File: src/hdl/rdwm_pkg.sv
// shared types, widths and helpers for the radial disk warp map
`default_nettype none

package rdwm_pkg;

    localparam int CFG_W      = 12;
    localparam int COORD_W    = 11;
    localparam int OUT_W      = 17;
    localparam int GUARD_BITS = 12;

    localparam logic [CFG_W-1:0] COLS_RESET = 12'd640;
    localparam logic [CFG_W-1:0] ROWS_RESET = 12'd480;

    localparam int DX_W    = CFG_W + 1;
    localparam int SQ_W    = 2 * CFG_W + 2;
    localparam int XS_W    = 2 * CFG_W + 1;
    localparam int M_W     = 2 * CFG_W - 1;
    localparam int ROOT_W  = (SQ_W + 2 * GUARD_BITS) / 2;
    localparam int RADQ_W  = 2 * ROOT_W;
    localparam int SREM_W  = ROOT_W + 2;
    localparam int PX_W    = XS_W + ROOT_W + 1;
    localparam int NUM_W   = 64;
    localparam int SHIFT   = GUARD_BITS + 2;
    localparam int NSH_W   = NUM_W - SHIFT;
    localparam int QUO_W   = 24;
    localparam int DIV_W   = M_W + QUO_W;
    localparam int RES_W   = QUO_W + 3;

    localparam logic signed [OUT_W-1:0] OUT_MAX = 17'sh0FFFF;
    localparam logic signed [OUT_W-1:0] OUT_MIN = 17'sh10000;

    typedef enum logic [0:0] {
        REG_COLS = 1'b0,
        REG_ROWS = 1'b1
    } reg_index_t;

    typedef struct packed {
        logic                    special;
        logic signed [XS_W-1:0]  xs;
        logic signed [XS_W-1:0]  ys;
        logic [M_W-1:0]          m;
    } sqrt_pay_t;

    typedef struct packed {
        logic [SREM_W-1:0] rem;
        logic [ROOT_W-1:0] root;
        logic [RADQ_W-1:0] radq;
        sqrt_pay_t         pay;
    } sqrt_cell_t;

    typedef struct packed {
        logic             neg;
        logic             ovf;
        logic [DIV_W-1:0] rem;
        logic [QUO_W-1:0] quo;
    } div_lane_t;

    typedef struct packed {
        logic           special;
        logic [M_W-1:0] m;
        div_lane_t      lx;
        div_lane_t      ly;
    } div_cell_t;

    function automatic logic signed [OUT_W-1:0] sat_out(input logic signed [RES_W-1:0] v);
        logic signed [OUT_W-1:0] r;
        if (v > RES_W'(OUT_MAX))
            r = OUT_MAX;
        else if (v < RES_W'(OUT_MIN))
            r = OUT_MIN;
        else
            r = v[OUT_W-1:0];
        return r;
    endfunction

endpackage

`default_nettype wire

File: src/hdl/rdwm_sqrt_cell.sv
// one digit step of the pipelined square root, payload carried alongside
`default_nettype none

module rdwm_sqrt_cell (
    input  logic                    clk,
    input  logic                    rst_n,
    input  logic                    en,
    input  logic                    valid_in,
    input  rdwm_pkg::sqrt_cell_t    data_in,
    output logic                    valid_out,
    output rdwm_pkg::sqrt_cell_t    data_out
);
    import rdwm_pkg::*;

    logic [SREM_W+1:0] rr;
    logic [SREM_W+1:0] trial;
    logic              ge;
    sqrt_cell_t        data_next;
    logic              valid_reg;
    sqrt_cell_t        data_reg;

    always_comb
    begin
        rr    = {data_in.rem, data_in.radq[RADQ_W-1 -: 2]};
        trial = {2'b00, data_in.root, 2'b01};
        ge    = rr >= trial;
        data_next      = data_in;
        data_next.rem  = ge ? SREM_W'(rr - trial) : rr[SREM_W-1:0];
        data_next.root = {data_in.root[ROOT_W-2:0], ge};
        data_next.radq = data_in.radq << 2;
    end

    always_ff @(posedge clk or negedge rst_n)
    begin
        if (!rst_n)
            valid_reg <= 1'b0;
        else if (en)
            valid_reg <= valid_in;
    end

    always_ff @(posedge clk)
    begin
        if (en)
            data_reg <= data_next;
    end

    assign valid_out = valid_reg;
    assign data_out  = data_reg;

endmodule

`default_nettype wire

File: config.mk
export PLATFORM = sky130hd
export DESIGN_NAME = rdwm_sqrt_cell
export DESIGN_NICKNAME = d
export VERILOG_FILES = /design/src/hdl/rdwm_pkg.sv /design/src/hdl/rdwm_sqrt_cell.sv
export SDC_FILE = /design/constraint.sdc
export NUM_CORES = 1
export LEC_CHECK = 0
export BUFFER_PORTS_ARGS = -buffer_cell sky130_fd_sc_hd__buf_2
export CAP_MARGIN = 25
export CORE_UTILIZATION = 30
export CTS_CLUSTER_SIZE = 14
export DETAILED_ROUTE_END_ITERATION = 8
export GPL_ROUTABILITY_DRIVEN = 0
export RECOVER_POWER = 50
export SYNTH_ARGS = -nofsm -noshare
export SYNTH_HDL_FRONTEND = slang
export SYNTH_SLANG_ARGS = --single-unit
File: constraint.sdc
create_clock -name clk -period 0.8 [get_ports clk]
set_input_delay 0.2 -clock clk [delete_from_list [all_inputs] [get_ports clk]]
set_output_delay 0.2 -clock clk [all_outputs]
set_load 0.01 [all_outputs]
==> key figures <==
Die
  – Core area: 23500 um2
  – Starting Density: 0.308
  – Die area: 24800 um2
  – IO Count: 357
  – Die height: 157 um
  – Rows: 56
  – Die W: 157 um

Routing
  – Final wirelength: 24300 um
  – Vias per inst: 4.32
  – DRC: 0
  – Routed Antenna Nets: 0
  – Initial DRC count: 292
  – Avg WL per Cell: 17.4 um
  – Vias: 6045
  – Drt pass-1 iters: 4

Setup path
  – Critical path arrival: 2560 ps
  – Crit start category: input port
  – Worst R2R Setup Slack: 40 ps
  – CP Max Fanout: 16
  – Critical path type: in -> reg
  – Crit. End Element: register
  – Crit path required time: 970 ps

Yosys
  – Synth Area in XOR/XNOR: 0.0302
  – Synth cell types: 54
  – Compound-Gate Fraction of Synth Area: 0.0738
  – Post-Syn Area: 7240 um2
  – Register bit total from synthesis: 175
  – Primary FF master, synth: edfxtp_1
  – Largest family of logic cells by synthesized area: compound AO/OA/AOI/OAI gates
  – Synth Area per Inst: 16.5 um2
  – Number of flops mapped to enable cells by yosys: 174
  – Cell count after synthesis: 439
  – Post-Synth Simple-Gate Area: 0.0389
  – Mux share of post-synthesis cell area: 0.0493
  – Async set or reset register ratio after synthesis: 0.00571
  – Synth warn: 0
  – Synthesized-area fraction occupied by adder cells: 0.0467
  – Sequential fraction of the synthesis area: 0.725

STA
  – Final Hold Viols: 0
  – Setup WS post-layout: -1590 ps
  – Clock Skew: 0 ps
  – Min Tclk post-route: 2390 ps
  – Final worst path period share: 2.99
  – Max Clock Freq: 419 MHz
  – Final Max Slew Viols: 0
  – RSZ-0062 raised after global routing: true
  – # setup viols final: 236
  – Hold_ws: 86.9 ps
  – Setup TNS: -103360 ps

Clock tree
  – H-tree Lvls: 4
  – Clock Pin Slew Worst Setup and Hold Paths: 70 ps
  – Root buffer cell: clkbuf_16
  – Skew-Pair Late Insertion Delay: 430 ps
  – CTS max path bufs: 2
  – CTS tree: built
  – Clock sinks: 175
  – CTS Buf Count: 17

Status
  – Failing checks: negative setup slack
  – Run status: finished, violations left

Global route
  – Total track usage: 0.190
  – Initial antenna violation count: 5
  – Global route total overflow: 0
  – Vias in the first global route: 6159
  – First-pass GRT wire length: 34500 um
  – Largest net degree at the start of global routing: 50

Place
  – Port Buffers: 354
  – Area post-placement: 10500 um2
  – Detailed-placement wirelength estimate: 17400 um
  – Pre-CTS setup slack: -2070 ps

Pwr
  – Comb power frac: 0.214
  – Internal: 18.5 mW
  – Reg power frac: 0.450
  – Pwr/cell area: 1980 nW/um2
  – Leak: 5.62 nW
  – Switching share of total power: 0.265
  – Psw: 6.68 mW
  – Peak supply drop: 0.00136 V
  – Clock Power Share: 0.336

Finish
  – Synthesis-to-layout area growth: 75.2%
  – Utilization after layout: 0.539
  – Layout cells sized above 1: 0.531
  – Nets: 1270
  – Commonest non-fill, non-tap cells in the layout: buf_2, edfxtp_1, dlygate4sd3_1
  – Commonest non-fill, non-tap cell in the layout: buf_2
  – Final Instance Area: 12700 um2
  – Fillers: 1995

Worst hold path
  – Hold Path Class: in -> reg

Run
  – Max Cap Viol: 0
[per-stage QoR]
stage,power [mW],instances
4_1_cts,25.3,1392
5_1_grt,26.2,1397
3_3_place_gp,16.1,1213
3_5_place_dp,16.2,1213
2_1_floorplan,13.6,440
6_report,25.2,1398
[cell usage after synthesis (all sizes together), types with 2 or more instances]
| library cell | number | area, um2 |
|---|---|---|
| edfxtp | 174 | 5230 |
| inv | 40 | 150 |
| ha | 27 | 338 |
| a21oi | 26 | 138 |
| mux2 | 24 | 327 |
| xnor2 | 17 | 149 |
| nor2 | 13 | 48.8 |
| nand2 | 12 | 45.0 |
| o21ai | 10 | 50.1 |
| nand4 | 9 | 56.3 |
| buf | 8 | 87.6 |
| xor2 | 8 | 70.1 |
| a21o | 7 | 52.6 |
| clkbuf | 5 | 18.8 |
| o21bai | 5 | 37.5 |
| nand2b | 4 | 25.0 |
| a211oi | 3 | 22.5 |
| a221oi | 3 | 38.8 |
| a31oi | 3 | 18.8 |
| and2 | 3 | 21.3 |
| mux2i | 3 | 30.0 |
| nand3 | 3 | 15.0 |
| nor3 | 3 | 15.0 |
| o21a | 3 | 22.5 |
| o221ai | 3 | 26.3 |
| o31ai | 3 | 27.5 |
| a211o | 2 | 17.5 |
| and3 | 2 | 17.5 |
[registers in the layout, summed over array words and instances (netlist names)]
name / count
valid_out: 1
data_out: 174
[cell families (layout without fill, tap and decap cells)]
| family | Yosys count | after routing |
|---|---|---|
| flip-flops | 175 | 175 |
| AO/OA/AOI/OAI | 77 | 77 |
| AND/OR/NAND/NOR | 54 | 54 |
| buffers and inverters | 53 | 689 |
| adder cells (fa/ha/maj) | 27 | 27 |
| multiplexers | 27 | 27 |
| XOR/XNOR | 25 | 25 |
| other | 1 | 5 |
[timing repair]
item	in CTS	in global routing
resized for setup	18	26
endpoints found under the hold margin	147	0
pin swaps	1	1
setup buffers	0	3
endpoints found under the setup margin	203	203
hold buffers	147	0
[metal layers]
metal | track usage | routed length, um
met1 | 0.203 | 9240
met2 | 0.355 | 13100
met3 | 0.0498 | 1470
met4 | 0.0707 | 498
met5 | 0 | 22
[final timing paths]
kind | depth (start not counted) | end | startpoint
worst min register to register | 1 | valid_out | valid_out
worst min-delay path | 2 | data_out[163] | data_in[161]
max in group asynchronous | 2 | valid_out | rst_n
min in group asynchronous | 2 | valid_out | rst_n
worst max-delay path | 11 | data_out[152] | data_in[140]
worst max register to register | 1 | valid_out | valid_out
[final cells by class]
cell class,instances,area [um2],share of cell area
repair buffers,617,4290,0.338
flip-flops and latches,175,5250,0.414
well taps,319,399,0.0315
inverters,40,155,0.0122
clock buffers,18,429,0.0338
diodes,3,7.51,0.000592
multi-input cells,212,1990,0.157
clock inverters,14,169,0.0133
[worst max-delay path, cell delays in order]
cell	delay, ps
buf_2	100
inv_1	100
ha_4	210
and2_1	140
and3_1	210
nor4b_2	180
a221oi_2	310
o31ai_2	120
a2111o_1	460
buf_12	200
mux2_4	300
[power groups by stage]
stage                     Combinational, mW  Clock (mW)  Sequential, mW
after CTS                              5.35        8.66            11.3
after global placement                 4.66           0            11.5
after global routing                   5.79        8.98            11.4
after floorplan                        1.65           0            12.0
final                                  5.38        8.46            11.3
after detailed placement               4.69           0            11.5
Power figures use the tool's default switching activity.
